==> config.mk <==
export PLATFORM = sky130hd
export DESIGN_NAME = fat32_layout_compute
export DESIGN_NICKNAME = d
export VERILOG_FILES = /design/src/fatlc_pkg.sv /design/src/fatlc_pass_unit.sv /design/src/fat32_layout_compute.sv
export SDC_FILE = /design/constraint.sdc
export NUM_CORES = 1
export LEC_CHECK = 0
export BUFFER_PORTS_ARGS = -buffer_cell sky130_fd_sc_hd__buf_2
export CAP_MARGIN = 10
export CORE_MARGIN = 5
export CORE_UTILIZATION = 60
export CTS_BUF_LIST = sky130_fd_sc_hd__clkbuf_4 sky130_fd_sc_hd__clkbuf_8
export DETAILED_ROUTE_END_ITERATION = 12
export PLACE_DENSITY_LB_ADDON = 0.15
export SLEW_MARGIN = 5
export SYNTH_ARGS = -nofsm -noshare
export SYNTH_HDL_FRONTEND = slang
export SYNTH_SLANG_ARGS = --single-unit
==> constraint.sdc <==
create_clock -name clk -period 22.7 [get_ports clk]
set_input_delay 1.135 -clock clk [delete_from_list [all_inputs] [get_ports clk]]
set_output_delay 1.135 -clock clk [all_outputs]
set_load 0.01 [all_outputs]
==> src/fatlc_pkg.sv <==
`timescale 1ns / 1ps
// ----------------------------------------------------------------------------
// FAT32 layout compute package
// Shared constants and the result type of the refinement pass unit.
// ----------------------------------------------------------------------------
package fatlc_pkg;

	// Status codes
	localparam logic [1:0] ST_OK    = 2'd0;
	localparam logic [1:0] ST_SMALL = 2'd1;
	localparam logic [1:0] ST_LARGE = 2'd2;

	// Default pass limit
	localparam int MAX_PASSES_DEF = 64;

	// Field widths
	localparam int SPF_W  = 26;
	localparam int CLUS_W = 32;
	localparam int META_W = SPF_W + 1;

	// Layout constants
	localparam logic [31:0] DEFAULT_START    = 32'd2048;
	localparam logic [32:0] MIN_PART_SECTORS = 33'd131072;
	localparam logic [META_W-1:0] RESV_SECTORS = META_W'(32);
	localparam logic [31:0] MIN_CLUSTERS     = 32'd65525;
	localparam logic [31:0] MAX_CLUSTERS     = 32'h0fff_fff5;

	// Cluster size thresholds in sectors (bytes / 512)
	localparam logic [31:0] THR_SPC1  = 32'd532480;
	localparam logic [31:0] THR_SPC8  = 32'd16777216;
	localparam logic [31:0] THR_SPC16 = 32'd33554432;
	localparam logic [31:0] THR_SPC32 = 32'd67108864;

	// Sectors per cluster as a shift amount
	localparam logic [2:0] SH_SPC1  = 3'd0;
	localparam logic [2:0] SH_SPC8  = 3'd3;
	localparam logic [2:0] SH_SPC16 = 3'd4;
	localparam logic [2:0] SH_SPC32 = 3'd5;
	localparam logic [2:0] SH_SPC64 = 3'd6;

	// Result of one refinement pass
	typedef struct packed {
		logic              meta_ovf;
		logic              same;
		logic [CLUS_W-1:0] clusters;
		logic [SPF_W-1:0]  spf_next;
	} pass_res_t;

endpackage

==> src/fatlc_pass_unit.sv <==
`timescale 1ns / 1ps
// ----------------------------------------------------------------------------
// FAT32 layout refinement pass unit
// One fixed-point pass: metadata size, cluster count and the next FAT size.
// ----------------------------------------------------------------------------
module fatlc_pass_unit (
	input  logic [31:0]                  total,
	input  logic [2:0]                   spc_shift,
	input  logic [fatlc_pkg::SPF_W-1:0]  spf,
	output fatlc_pkg::pass_res_t         res
);

	logic [fatlc_pkg::META_W-1:0] meta;
	logic [31:0]                  diff;
	logic [31:0]                  clus;
	logic [34:0]                  entry_bytes;

	// Reserved sectors plus two FAT copies, then the cluster count
	always_comb begin
		meta      = fatlc_pkg::RESV_SECTORS + {spf, 1'b0};
		diff      = total - 32'(meta);
		clus      = diff >> spc_shift;
		// Four bytes per entry for clusters plus two, rounded up to sectors
		entry_bytes = {1'b0, clus, 2'b00} + 35'd519;
		res.meta_ovf = ({1'b0, total} <= 33'(meta));
		res.clusters = clus;
		res.spf_next = entry_bytes[34:9];
		res.same     = (entry_bytes[34:9] == spf);
	end

endmodule

==> src/fat32_layout_compute.sv <==
`timescale 1ns / 1ps
// ----------------------------------------------------------------------------
// FAT32 layout compute
// Works out the FAT32 layout for a medium of a given size in bytes.
// ----------------------------------------------------------------------------
// Sequence: start captures the item; the check state pulses done on a size error, else
// N passes (1 to MAX_PASSES) run one pass per cycle through the shared pass unit, and
// done pulses on metadata overflow or from the final state; busy is high meanwhile.
// A new item is accepted in the cycle its predecessor's result is shown.
// Results are strobed for one cycle and cannot be stalled.
// Reset clears the sequencer and sets the partition start register to 2048.
module fat32_layout_compute #(
	parameter int MAX_PASSES = fatlc_pkg::MAX_PASSES_DEF
) (
	input  logic        clk,
	input  logic        arst_n,
	input  logic        start,
	output logic        busy,
	input  logic [63:0] target_bytes,
	input  logic        cfg_valid,
	output logic        cfg_ready,
	input  logic [31:0] cfg_data,
	output logic        done,
	output logic [1:0]  status,
	output logic [6:0]  cluster_sectors,
	output logic [31:0] fat_sectors,
	output logic [31:0] part_sectors,
	output logic [31:0] cluster_count,
	output logic [31:0] start_sector
);

	localparam int PASS_W = $clog2(MAX_PASSES + 1);

	typedef enum logic [1:0] {
		S_IDLE,
		S_CHECK,
		S_ITER,
		S_FINAL
	} state_t;

	state_t                        state_q;
	logic [31:0]                   pstart_q;
	logic [63:0]                   target_q;
	logic [31:0]                   start_q;
	logic [31:0]                   total_q;
	logic [2:0]                    shift_q;
	logic [fatlc_pkg::SPF_W-1:0]   spf_q;
	logic [fatlc_pkg::CLUS_W-1:0]  clus_q;
	logic [PASS_W-1:0]             pass_q;
	logic                          done_q;
	logic [1:0]                    status_q;
	logic [6:0]                    spc_q;
	logic [31:0]                   fat_q;
	logic [31:0]                   part_q;
	logic [31:0]                   dclus_q;
	logic [31:0]                   sstart_q;

	logic [32:0]                   lim_sec;
	logic [63:0]                   lim_bytes;
	logic                          too_small;
	logic [54:0]                   total64;
	logic [54:0]                   diff55;
	logic                          too_large;
	logic [2:0]                    shift_d;
	fatlc_pkg::pass_res_t          pres;

	// Configuration register, always ready
	assign cfg_ready = 1'b1;

	always_ff @(posedge clk or negedge arst_n) begin
		if (!arst_n) begin
			pstart_q <= fatlc_pkg::DEFAULT_START;
		end else if (cfg_valid && cfg_ready) begin
			pstart_q <= cfg_data;
		end
	end

	// Size checks and cluster size selection for the captured item
	always_comb begin
		lim_sec   = {1'b0, start_q} + fatlc_pkg::MIN_PART_SECTORS;
		lim_bytes = {22'd0, lim_sec, 9'd0};
		too_small = (target_q < lim_bytes);
		total64   = target_q[63:9];
		diff55    = total64 - {23'd0, start_q};
		too_large = (total64 <= {23'd0, start_q}) || (|diff55[54:32]);
		if (diff55[31:0] <= fatlc_pkg::THR_SPC1) begin
			shift_d = fatlc_pkg::SH_SPC1;
		end else if (diff55[31:0] <= fatlc_pkg::THR_SPC8) begin
			shift_d = fatlc_pkg::SH_SPC8;
		end else if (diff55[31:0] <= fatlc_pkg::THR_SPC16) begin
			shift_d = fatlc_pkg::SH_SPC16;
		end else if (diff55[31:0] <= fatlc_pkg::THR_SPC32) begin
			shift_d = fatlc_pkg::SH_SPC32;
		end else begin
			shift_d = fatlc_pkg::SH_SPC64;
		end
	end

	// Shared refinement pass unit
	fatlc_pass_unit u_pass (
		.total     (total_q),
		.spc_shift (shift_q),
		.spf       (spf_q),
		.res       (pres)
	);

	// Sequencer with the registered result
	always_ff @(posedge clk or negedge arst_n) begin
		if (!arst_n) begin
			state_q  <= S_IDLE;
			done_q   <= 1'b0;
			status_q <= fatlc_pkg::ST_OK;
			pass_q   <= '0;
		end else begin
			done_q <= 1'b0;
			unique case (state_q)
				S_IDLE: begin
					if (start) begin
						target_q <= target_bytes;
						start_q  <= (pstart_q != 32'd0) ? pstart_q : fatlc_pkg::DEFAULT_START;
						state_q  <= S_CHECK;
					end
				end
				S_CHECK: begin
					total_q <= diff55[31:0];
					shift_q <= shift_d;
					spf_q   <= fatlc_pkg::SPF_W'(1);
					pass_q  <= '0;
					if (too_small || too_large) begin
						done_q   <= 1'b1;
						status_q <= too_small ? fatlc_pkg::ST_SMALL : fatlc_pkg::ST_LARGE;
						spc_q    <= '0;
						fat_q    <= '0;
						part_q   <= '0;
						dclus_q  <= '0;
						sstart_q <= '0;
						state_q  <= S_IDLE;
					end else begin
						state_q <= S_ITER;
					end
				end
				S_ITER: begin
					if (pres.meta_ovf) begin
						done_q   <= 1'b1;
						status_q <= fatlc_pkg::ST_SMALL;
						spc_q    <= '0;
						fat_q    <= '0;
						part_q   <= '0;
						dclus_q  <= '0;
						sstart_q <= '0;
						state_q  <= S_IDLE;
					end else begin
						clus_q <= pres.clusters;
						spf_q  <= pres.spf_next;
						pass_q <= pass_q + PASS_W'(1);
						if (pres.same || (pass_q == PASS_W'(MAX_PASSES - 1))) begin
							state_q <= S_FINAL;
						end
					end
				end
				S_FINAL: begin
					done_q  <= 1'b1;
					state_q <= S_IDLE;
					if (clus_q < fatlc_pkg::MIN_CLUSTERS || clus_q >= fatlc_pkg::MAX_CLUSTERS) begin
						status_q <= (clus_q < fatlc_pkg::MIN_CLUSTERS) ?
							fatlc_pkg::ST_SMALL : fatlc_pkg::ST_LARGE;
						spc_q    <= '0;
						fat_q    <= '0;
						part_q   <= '0;
						dclus_q  <= '0;
						sstart_q <= '0;
					end else begin
						status_q <= fatlc_pkg::ST_OK;
						spc_q    <= 7'(7'd1 << shift_q);
						fat_q    <= 32'(spf_q);
						part_q   <= total_q;
						dclus_q  <= clus_q;
						sstart_q <= start_q;
					end
				end
				default: begin
					state_q <= S_IDLE;
				end
			endcase
		end
	end

	assign busy            = (state_q != S_IDLE);
	assign done            = done_q;
	assign status          = status_q;
	assign cluster_sectors = spc_q;
	assign fat_sectors     = fat_q;
	assign part_sectors    = part_q;
	assign cluster_count   = dclus_q;
	assign start_sector    = sstart_q;

endmodule
==> qor.yml, run 1 <==
timing:
  hold_viol: 0
  rsz0062_at_grt: "false"
  tightest_slew_ns: 1.082
  fmaxAchievable_mhz: 150.2
  fin_crit_ns: 6.658
  slew_violations: 0
  slew_headroom_pct: 27.60
  tns_ns: 0
  finalCritPeriodShare_pct: 29.33
  clock_skew_ns: 0.03879
  setup_violations: 0
synthesis:
  syn_inst: 1942
  syn_area_per_cell_um2: 10.74
  synth_edf_count: 309
  netlist_area_um2: 20860
  yosys_warnings: 0
  ys_seq_area_share_pct: 49.76
  synth_ff_type: "edfxtp_1"
  synthDistinctLibCells: 108
  ys_ff_latch: 353
  async_flop_share_pct: 12.46
power_and_ir_drop:
  irDropWorstVdd_v: 0.00006505
  internal-power_uw: 1190
  clock_power_share_pct: 38.5
  p_per_area_nw_per_um2: 68.17
  p_total_uw: 1599
  pwr-share-seq_pct: 47.1
  power.switching_uw: 409.0
  swShare_pct: 25.57
  power_frac_comb_pct: 14.4
  p_leak_uw: 0.009231
hold_path:
  hold_path_class: "reg2reg"
  hold_depth: 0
  holdCritStartpoint: "pstart_q[13]"
  hold_end: "start_q[13]"
job:
  maxCapViolCount: 0
global_routing:
  grt_pass1_wl_mm: 84.02
  first_global_vias: 15830
  track_usage_pct: 27.10
  grt_max_degree: 124
  grt_antenna_before_repair: 0
  grt_overflow_total: 0
clock_tree:
  cts_buffers: 55
  cts_resized: 0
  ctsHoldBuffers: 0
  cts_tree: "yes"
  insertion_delay_ns: 0.66
  cts.path.max_buffers: 3
  cts_setup_buffers: 0
  cts-root-buf: "clkbuf_8"
  clk_pin_slew_worst_paths_ns: 0.06
  clock_sink_count: 353
  h-tree-depth: 2
layout:
  nets: 2301
  layout_commonest_cell: "edfxtp_1"
  seq_area_um2: 10380
  multi_input_area_um2: 9630
  layout-drive-gt1-share_pct: 20.52
  fillerInstances: 2647
  mostFrequentLayoutCells: "edfxtp_1, buf_2, nor2_1, and2_1, nand2_1"
  syn2layout_area_growth_pct: 12.45
route:
  wl_mm: 52.90
  firstDrtPassIters: 8
  routedWlPerCell_um: 20.15
  drt-initial-drc-count: 1072
  num_vias: 15860
  drcViolationCount: 0
  viasPerCell: 6.042
  postRouteAntennaNets: 0
worst_setup_path:
  worst-r2r-setup-slack_ns: 16.04
  cp.arrival_ns: 7.22
  r2r_cells: 19
  cp_max_fo: 12
  cp-end-kind: "register"
  startpoint_type: "register"
  crit_type: "reg2reg"
  crit_required_ns: 23.26
  worstReg2RegEnd: "state_q[0]"
  r2r-start: "spf_q[4]"
run_status:
  status: "finished, final reports clean"
place:
  dpl.hpwl_mm: 40.18
  gp_congestion: 0.9455
  io_buffer_count: 223
floorplanning:
  dieHeight_um: 196.5
  start_util_pct: 60.55
  fp.dieArea_um2: 38600
  num_io_pins: 240
  num_rows: 68
  die_x_um: 196.5
  core-area_um2: 34460
## worst max-delay path: stages, from the launching register on
cell and delay (ns):
edfxtp_1 0.63, ha_1 0.29, and3_1 0.30, nand2b_1 0.23, nor2_1 0.17, xnor2_1 0.12
ha_1 0.56, nand4_1 0.22, or4_1 0.53, a211oi_2 0.31, a2111oi_4 0.11, nor2_2 0.23
a21oi_1 0.18, nor2_1 0.86, o32ai_1 0.17, a211o_1 0.26, or4_1 0.57, nor4_1 0.47
nand4_1 0.19, o21ai_1 0.16
## cells in the mapped netlist, types with 15 or more instances
library cell	number	share of area [%]
nand2_1	120	2.2
dfrtp_1	43	5.2
and3_1	36	1.1
nand2b_1	17	0.51
buf_4	16	0.58
a211oi_1	21	0.76
nor4_1	34	1.0
or3_1	17	0.51
clkbuf_1	85	1.5
o21a_1	22	0.79
a21o_1	28	1.0
xor2_1	42	1.8
and2_1	133	4.0
mux2i_1	29	1.4
ha_1	77	4.6
nand4_1	40	1.2
a21oi_1	81	1.9
o21ai_0	70	1.7
nor3_1	57	1.4
nor2b_1	15	0.45
mux2_2	44	2.4
inv_1	95	1.7
buf_2	17	0.41
nor2_1	133	2.4
edfxtp_1	309	44
nand3_1	43	1.0
xnor2_1	62	2.6
## metal layers
| layer | share of wire, % | track usage (%) | routed length [um] | up-vias |
|---|---|---|---|---|
| li1 | - | - | - | 7568 |
| met2 | 49 | 45.69 | 25760 | 566 |
| met5 | 0 | 0 | 0 | - |
| met3 | 6.7 | 4.650 | 3540 | 99 |
| met1 | 41 | 35.09 | 21600 | 7626 |
| met4 | 3.8 | 11.02 | 1994 | 0 |
## metrics by stage
step,cells,area (um^2),utilization [%],hold slack (ns),setup WS (ns)
2_1_floorplan,1951,20900,-,0.4969,13.07
3_3_place_gp,2520,22160,64.31,0.4532,16.26
3_5_place_dp,2520,22160,64.31,0.4558,16.21
4_1_cts,2624,23460,68.08,0.4757,16.19
5_1_grt,2624,23460,68.08,0.4882,15.71
6_report,2625,23460,68.09,0.4776,16.04
## flip-flops by register name (all words and copies together), names as in the netlist, 3 cells and up
name / flops
cluster_sectors: 7
cluster_count: 32
pstart_q: 32
clus_q: 32
spf_q: 26
pass_q: 7
fat_sectors: 26
start_q: 32
start_sector: 32
total_q: 32
part_sectors: 32
shift_q: 3
target_q: 55
## worst max path at each step
| stage | slack, ns | to | cells past startpoint | startpoint |
|---|---|---|---|---|
| after detailed placement | 16.21 | state_q[0] | 20 | spf_q[12] |
| after floorplan | 13.07 | cluster_count[0] | 17 | start_q[0] |
| after CTS | 16.19 | state_q[0] | 20 | spf_q[11] |
| final | 16.04 | state_q[0] | 19 | spf_q[4] |
| after global placement | 16.26 | state_q[0] | 20 | spf_q[4] |
| after global routing | 15.71 | state_q[0] | 21 | spf_q[6] |
## area by class of cell
cell class / count / area share (%)
flip-flops and latches: 353 / 44.25
repair buffers: 237 / 5.205
inverters: 95 / 1.520
clock inverters: 17 / 0.9973
clock buffers: 87 / 4.544
well taps: 455 / 2.427
diodes: 1 / 0.01067
multi-input cells: 1380 / 41.05
## power groups by stage
stage / Clock [uW] / Combinational (uW) / Sequential (uW)
2_1_floorplan: 0 / 167 / 765
3_3_place_gp: 0 / 222 / 765
3_5_place_dp: 0 / 227 / 766
4_1_cts: 627 / 228 / 753
5_1_grt: 660 / 254 / 755
6_report: 616 / 230 / 753
## cells by family after synthesis
logic type / after synthesis / share of synthesized area, %
adders and majority gates: 79 / 4.810
buffers and inverters: 218 / 4.348
other: 2 / 0.03600
DFF: 353 / 49.76
muxes: 81 / 4.534
AOI/OAI and AO/OA: 384 / 12.93
and+or+nand+nor: 719 / 19.03
xor gates and xnor gates: 106 / 4.552
(Power assumes the default switching activity.)
==> run 2, diff against run 1 <==
- clock period: 22.7 -> 6.9 ns (I/O delays scaled with it)
==> run 2 against run 1 <==
Die area stayed put. Final cell count is 3.5% higher. Sequential power grew to 3.3 times the previous value. First-iteration DRC count is 18% higher. Combinational power grew to 3.5 times the previous value. Clock-buffer cell count is 2 lower. Sequential cell count stayed put. Hold slack worse by 0.12 ns. Design area is 3.6% higher.
==> qor.yml, run 2 (same netlist as run 1, synthesis figures left out) <==
timing:
  finalCritPeriodShare_pct: 93.87  # +65 points
  hold_ws_ns: 0.3606  # -0.1170 ns
  setup_slack_ns: 0.4230  # -15.62 ns
  clock_skew_ns: 0.03775  # -0.001034 ns
  fmaxAchievable_mhz: 154.4  # +2.8%
  tns_ns: 0  # unchanged
  fin_crit_ns: 6.477  # -0.1808 ns
  rsz0062_at_grt: "false"
  slew_headroom_pct: 28.14  # +0.54 points
  setup_violations: 0  # unchanged
  hold_viol: 0  # unchanged
  slew_violations: 0  # unchanged
  tightest_slew_ns: 1.078  # -0.004140 ns
floorplanning:
  fp.dieArea_um2: 38600  # unchanged
  die_x_um: 196.5  # unchanged
  num_io_pins: 240  # unchanged
  num_rows: 68  # unchanged
  core-area_um2: 34460  # unchanged
  dieHeight_um: 196.5  # unchanged
  start_util_pct: 60.55  # unchanged
worst_setup_path:
  crit_type: "reg2reg"
  cp_max_fo: 10  # -2
  cp-end-kind: "register"
  cp.arrival_ns: 7.02  # -0.20 ns
  startpoint_type: "register"
  crit_required_ns: 7.45  # -15.81 ns
place:
  gp_congestion: 0.9445  # -0.11%
  post-place-ws_ns: 0.5276  # -15.68 ns
  dpl.hpwl_mm: 40.04  # -0.35%
  io_buffer_count: 223  # unchanged
global_routing:
  grt_util_met3_pct: 4.632  # -0.017 points
  grt_pass1_wl_mm: 88.84  # +5.7%
  grt_use_met1_pct: 35.80  # +0.71 points
  grt_antenna_before_repair: 0  # unchanged
  track_usage_pct: 28.82  # +1.7 points
  grt_overflow_total: 0  # unchanged
  grt_max_degree: 130  # +4.8%
  first_global_vias: 16590  # +4.8%
  busiest_layer: "met2"
  grtUsageMet2_pct: 50.15  # +4.5 points
layout:
  nets: 2395  # +4.1%
  mostFrequentLayoutCells: "edfxtp_1, buf_2, and2_1"
  n_antenna_cell: 0  # -1
  layout_commonest_cell: "edfxtp_1"
  layout-drive-gt1-share_pct: 20.03  # -0.49 points
  syn2layout_area_growth_pct: 16.51
  largest_register: "target_q"
  largest_reg_flops: 55  # unchanged
clock_tree:
  clk_pin_slew_worst_paths_ns: 0.08  # +0.02 ns
  cts_tree: "yes"
  insertion_delay_ns: 0.66  # about the same
  cts.path.max_buffers: 3  # unchanged
  cts-root-buf: "clkbuf_8"
  h-tree-depth: 2  # unchanged
  cts_buffers: 56  # +1.8%
  clock_sink_count: 353  # unchanged
route:
  wl_mm: 56.87  # +7.5%
  drcViolationCount: 0  # unchanged
  viasPerCell: 6.071  # +0.49%
  firstDrtPassIters: 5  # -3
  postRouteAntennaNets: 0  # unchanged
  num_vias: 16500  # +4.0%
  routedWlPerCell_um: 20.93  # +3.9%
  drt-initial-drc-count: 1268  # +18%
power_and_ir_drop:
  internal-power_uw: 3819  # +220%
  pwr-share-seq_pct: 47.5  # +0.4 points
  swShare_pct: 26.87  # +1.3 points
  irDropWorstVdd_v: 0.0001846  # +180%
  p_leak_uw: 0.009585  # +3.8%
  power.switching_uw: 1403  # +240%
  power_frac_comb_pct: 15.5  # +1.1 points
  clock_power_share_pct: 36.9  # -1.6 points
  p_total_uw: 5222  # +230%
  p_per_area_nw_per_um2: 214.8  # +220%
run_status:
  status: "finished, final reports clean"
job:
  maxCapViolCount: 0  # unchanged
hold_path:
  hold_path_class: "in2async"
run 2: cell types whose count changed in the layout (fill, tap and decap cells not counted):
cell / change
clkinvlp_4: +2
dlygate4sd3_1: +89
nor2_1: -1
bufinv_16: -3
clkbuf_8: -3
nor2_2: +1
diode_2: -1
buf_12: +1
clkbuf_4: +1
clkinv_1: -3
buf_4: +3
inv_6: +1
clkinv_2: +5
run 2: worst paths after layout:
| check | from | to | slack (ns) | cells after the start |
|---|---|---|---|---|
| min reg2reg | pstart_q[2] | start_q[2] | 0.48 | 0 |
| min | arst_n | pstart_q[30] | 0.36 | 3 |
| max in group asynchronous | arst_n | state_q[0] | 6.07 | 3 |
| min in group clk | cfg_valid | pstart_q[24] | 0.40 | 2 |
| max | spf_q[11] | state_q[0] | 0.42 | 22 |
| max reg2reg | spf_q[11] | state_q[0] | 0.42 | 22 |
run 2: worst max-delay path: stages (launching register included):
cell and delay, ns:
edfxtp_1 0.50, and3_1 0.26, and3_1 0.24, nand4_1 0.15
nand2b_1 0.32, nor2_1 0.18, xnor2_1 0.09, ha_1 0.51
nand4_1 0.23, or4_1 0.53, a211oi_2 0.31, a2111oi_4 0.11
nor2_2 0.21, xor2_1 0.14, mux2_2 0.30, mux4_2 0.56
nor4_2 0.37, and3_1 0.37, and2_1 0.31, xnor2_1 0.19
xor2_1 0.17, o2111ai_1 0.15, o21ai_1 0.15
run 2: power groups by stage:
stage	combinational (uW)	sequential (uW)	clock (uW)
after floorplan	552	2510	0
after global placement	732	2520	0
after detailed placement	749	2520	0
after CTS	792	2480	1930
after global routing	884	2490	2050
final	811	2480	1930
run 2: area by class of cell:
type,count,area [um^2]
Sequential cell,353,10380
Multi-Input combinational cell,1380,9633
Clock buffer,85,1032
Timing Repair Buffer,330,2155
Tap cell,455,569.3
Clock inverter,19,181.4
Inverter,95,356.6
Fill cell,2459,10150
run 2: repair_timing:
action | 4_1_cts | 5_1_grt
hold buffers | 89 | 0
gates resized for setup | 0 | 1
endpoints found under the hold margin | 131 | 0
buffers inserted | 0 | 0
setup endpoints to repair | 0 | 1
run 2: per-stage QoR:
| step | instance area [um^2] | std cells | util, % |
|---|---|---|---|
| 6_report | 24310 | 2717 | 70.54 |
| 5_1_grt | 24310 | 2717 | 70.54 |
| 4_1_cts | 24310 | 2717 | 70.54 |
| 3_5_place_dp | 22200 | 2524 | 64.43 |
| 3_3_place_gp | 22200 | 2524 | 64.43 |
| 2_1_floorplan | 20910 | 1951 | - |
run 2: metal layers:
layer	wire length, um	up-vias
met2	28620	671
met1	22330	7971
met4	2223	0
met5	0	-
met3	3696	114
li1	-	7739
==> run 3, diff against run 2 <==
- MAX_ROUTING_LAYER: default -> met4
==> run 3 against run 2 <==
First-iteration DRC count grew 3.9%. Sequential power is essentially flat. Largest power group unchanged. Design area is essentially flat. Via count grew 0.44%. Critical path type unchanged. Global-route usage grew 1.5 points. Setup slack lost 0.044 ns. Highest routed layer unchanged. Sequential share of layout area is essentially flat.
==> qor.yml, run 3 (same netlist as run 1, synthesis figures left out) <==
run_status:
  status: "finished, final reports clean"
layout:
  fin_cells: 2717  # unchanged
  n_antenna_cell: 0  # unchanged
  final_util_pct: 70.54  # about the same
  largest_reg_flops: 55  # unchanged
  layout-drive-gt1-share_pct: 19.81  # -0.22 points
  largest_register: "target_q"
  syn2layout_area_growth_pct: 16.50  # about the same
  mostFrequentLayoutCells: "edfxtp_1, buf_2, nor2_1, and2_1, nand2_1"
  layout_commonest_cell: "edfxtp_1"
  nets: 2396  # +0.042%
floorplanning:
  fp.dieArea_um2: 38600  # unchanged
  start_util_pct: 60.55  # unchanged
  die_x_um: 196.5  # unchanged
  num_rows: 68  # unchanged
  dieHeight_um: 196.5  # unchanged
  num_io_pins: 240  # unchanged
  core-area_um2: 34460  # unchanged
route:
  wl_mm: 57.41  # +0.95%
  postRouteAntennaNets: 0  # unchanged
  routedWlPerCell_um: 21.13  # +0.95%
  drt-initial-drc-count: 1317  # +3.9%
  firstDrtPassIters: 6  # +1
  viasPerCell: 6.098  # +0.44%
  num_vias: 16570  # +0.44%
  drcViolationCount: 0  # unchanged
power_and_ir_drop:
  p_total_uw: 5226  # about the same
  p_leak_uw: 0.009587  # about the same
  irDropWorstVdd_v: 0.0002230  # +21%
  p_per_area_nw_per_um2: 215.0  # about the same
timing:
  slew_violations: 0  # unchanged
  hold_viol: 0  # unchanged
  fin_crit_ns: 6.521  # +0.04442 ns
  rsz0062_at_grt: "false"
  finalCritPeriodShare_pct: 94.51  # +0.64 points
  tightest_slew_ns: 1.144  # +0.06567 ns
  clock_skew_ns: 0.03312  # -0.004637 ns
  slew_headroom_pct: 23.76  # -4.4 points
  setup_violations: 0  # unchanged
  tns_ns: 0  # unchanged
  fmaxAchievable_mhz: 153.3  # -0.68%
clock_tree:
  cts_buffers: 55  # -1.8%
  clock_sink_count: 353  # unchanged
  cts_resized: 0  # unchanged
  clk_pin_slew_worst_paths_ns: 0.07  # about the same
  cts.path.max_buffers: 3  # unchanged
  insertion_delay_ns: 0.66  # about the same
  cts-root-buf: "clkbuf_8"
  h-tree-depth: 2  # unchanged
  cts_tree: "yes"
worst_setup_path:
  cp_max_fo: 8  # -2
  cp.arrival_ns: 7.07  # +0.05 ns
  cp_num_buf_inv: 0  # unchanged
  worst-r2r-setup-slack_ns: 0.38  # -0.04 ns
  crit_slowest_cell: "mux4_2"
  startpoint_type: "register"
  path_cells: "and3_1 > and3_1 > nand4_1 > nor2_1 > nand2_1 > xor2_1 > ha_1 > nand4_1 > or4_1 > a211oi_2 > a2111oi_4 > nor2_2 > xor2_1 > mux2_2 > mux4_2 > nor4_2 > and3_1 > and2_1 > xnor2_1 > xor2_1 > o2111ai_1 > o21ai_1"
  crit_required_ns: 7.45  # about the same
  cp-end-kind: "register"
  critPathMaxStageDelay_ns: 0.56  # about the same
  crit_type: "reg2reg"
  critical_path.top_delay_family: "simple AND/OR/NAND/NOR gates"
global_routing:
  track_usage_pct: 30.36  # +1.5 points
  first_global_vias: 16820  # +1.4%
  grt_pass1_wl_mm: 90.66  # +2.0%
  grt_antenna_before_repair: 0  # unchanged
  grt_max_degree: 86  # -34%
  grt_overflow_total: 0  # unchanged
hold_path:
  hold_path_class: "in2async"
place:
  dp.cells: 2526  # +0.079%
  gp_congestion: 0.9365  # -0.85%
  io_buffer_count: 223  # unchanged
  dpl.hpwl_mm: 40.50  # +1.2%
job:
  maxCapViolCount: 0  # unchanged
## run 3: per-stage QoR
step                hold WS [ns]  setup WS (ns)  cell area, um^2
floorplan                0.04941          1.228            20910
global placement          0.4532         0.6490            22200
detailed placement        0.4602         0.5327            22200
CTS                       0.3043         0.4734            24310
global route              0.3790        0.02151            24310
finish                    0.3966         0.3785            24310
## run 3: final timing paths
check                                 start           end  depth (start not counted)
max reg2reg                       spf_q[10]    state_q[0]                         22
max                               spf_q[10]    state_q[0]                         22
min reg2reg                     pstart_q[2]    start_q[2]                          0
min                                  arst_n  pstart_q[28]                          3
max in group asynchronous            arst_n    state_q[0]                          3
min in group clk           target_bytes[11]  target_q[11]                          2
## run 3: metal layers
layer	GRT usage (%)	routed length, um
met5	-	0
met2	50.95	28450
met3	3.795	3667
met1	37.71	22950
met4	12.26	2346
## run 3: power breakdown
part	leakage, uW	internal, uW	total [uW]	switching, uW
Sequential	0.00344	2420	2480	62.2
Clock	0.000641	1100	1930	834
Combinational	0.00550	326	813	487
Total	0.00959	3840	5230	1380
## run 3: timing repair
action,in CTS,in global routing
endpoints found under the hold margin,131,0
setup buffers,0,0
hold buffers,89,0
## run 3: final cells by class
cell class                      count  area (um^2)
Tap cell                          455        569.3
Clock inverter                     17        185.2
Fill cell                        2508        10150
Sequential cell                   353        10380
Multi-Input combinational cell   1380         9630
Inverter                           95        356.6
Timing Repair Buffer              332         2157
Clock buffer                       85         1026
## run 3: worst reg2reg max path: stages, from the launching register on
cell       delay (ns)
edfxtp_1         0.50
and3_1           0.25
and3_1           0.24
nand4_1          0.13
nor2_1           0.42
nand2_1          0.13
xor2_1           0.17
ha_1             0.47
nand4_1          0.20
or4_1            0.53
a211oi_2         0.31
a2111oi_4        0.11
nor2_2           0.21
xor2_1           0.14
mux2_2           0.31
mux4_2           0.56
nor4_2           0.38
and3_1           0.37
and2_1           0.32
xnor2_1          0.19
xor2_1           0.17
o2111ai_1        0.16
o21ai_1          0.15
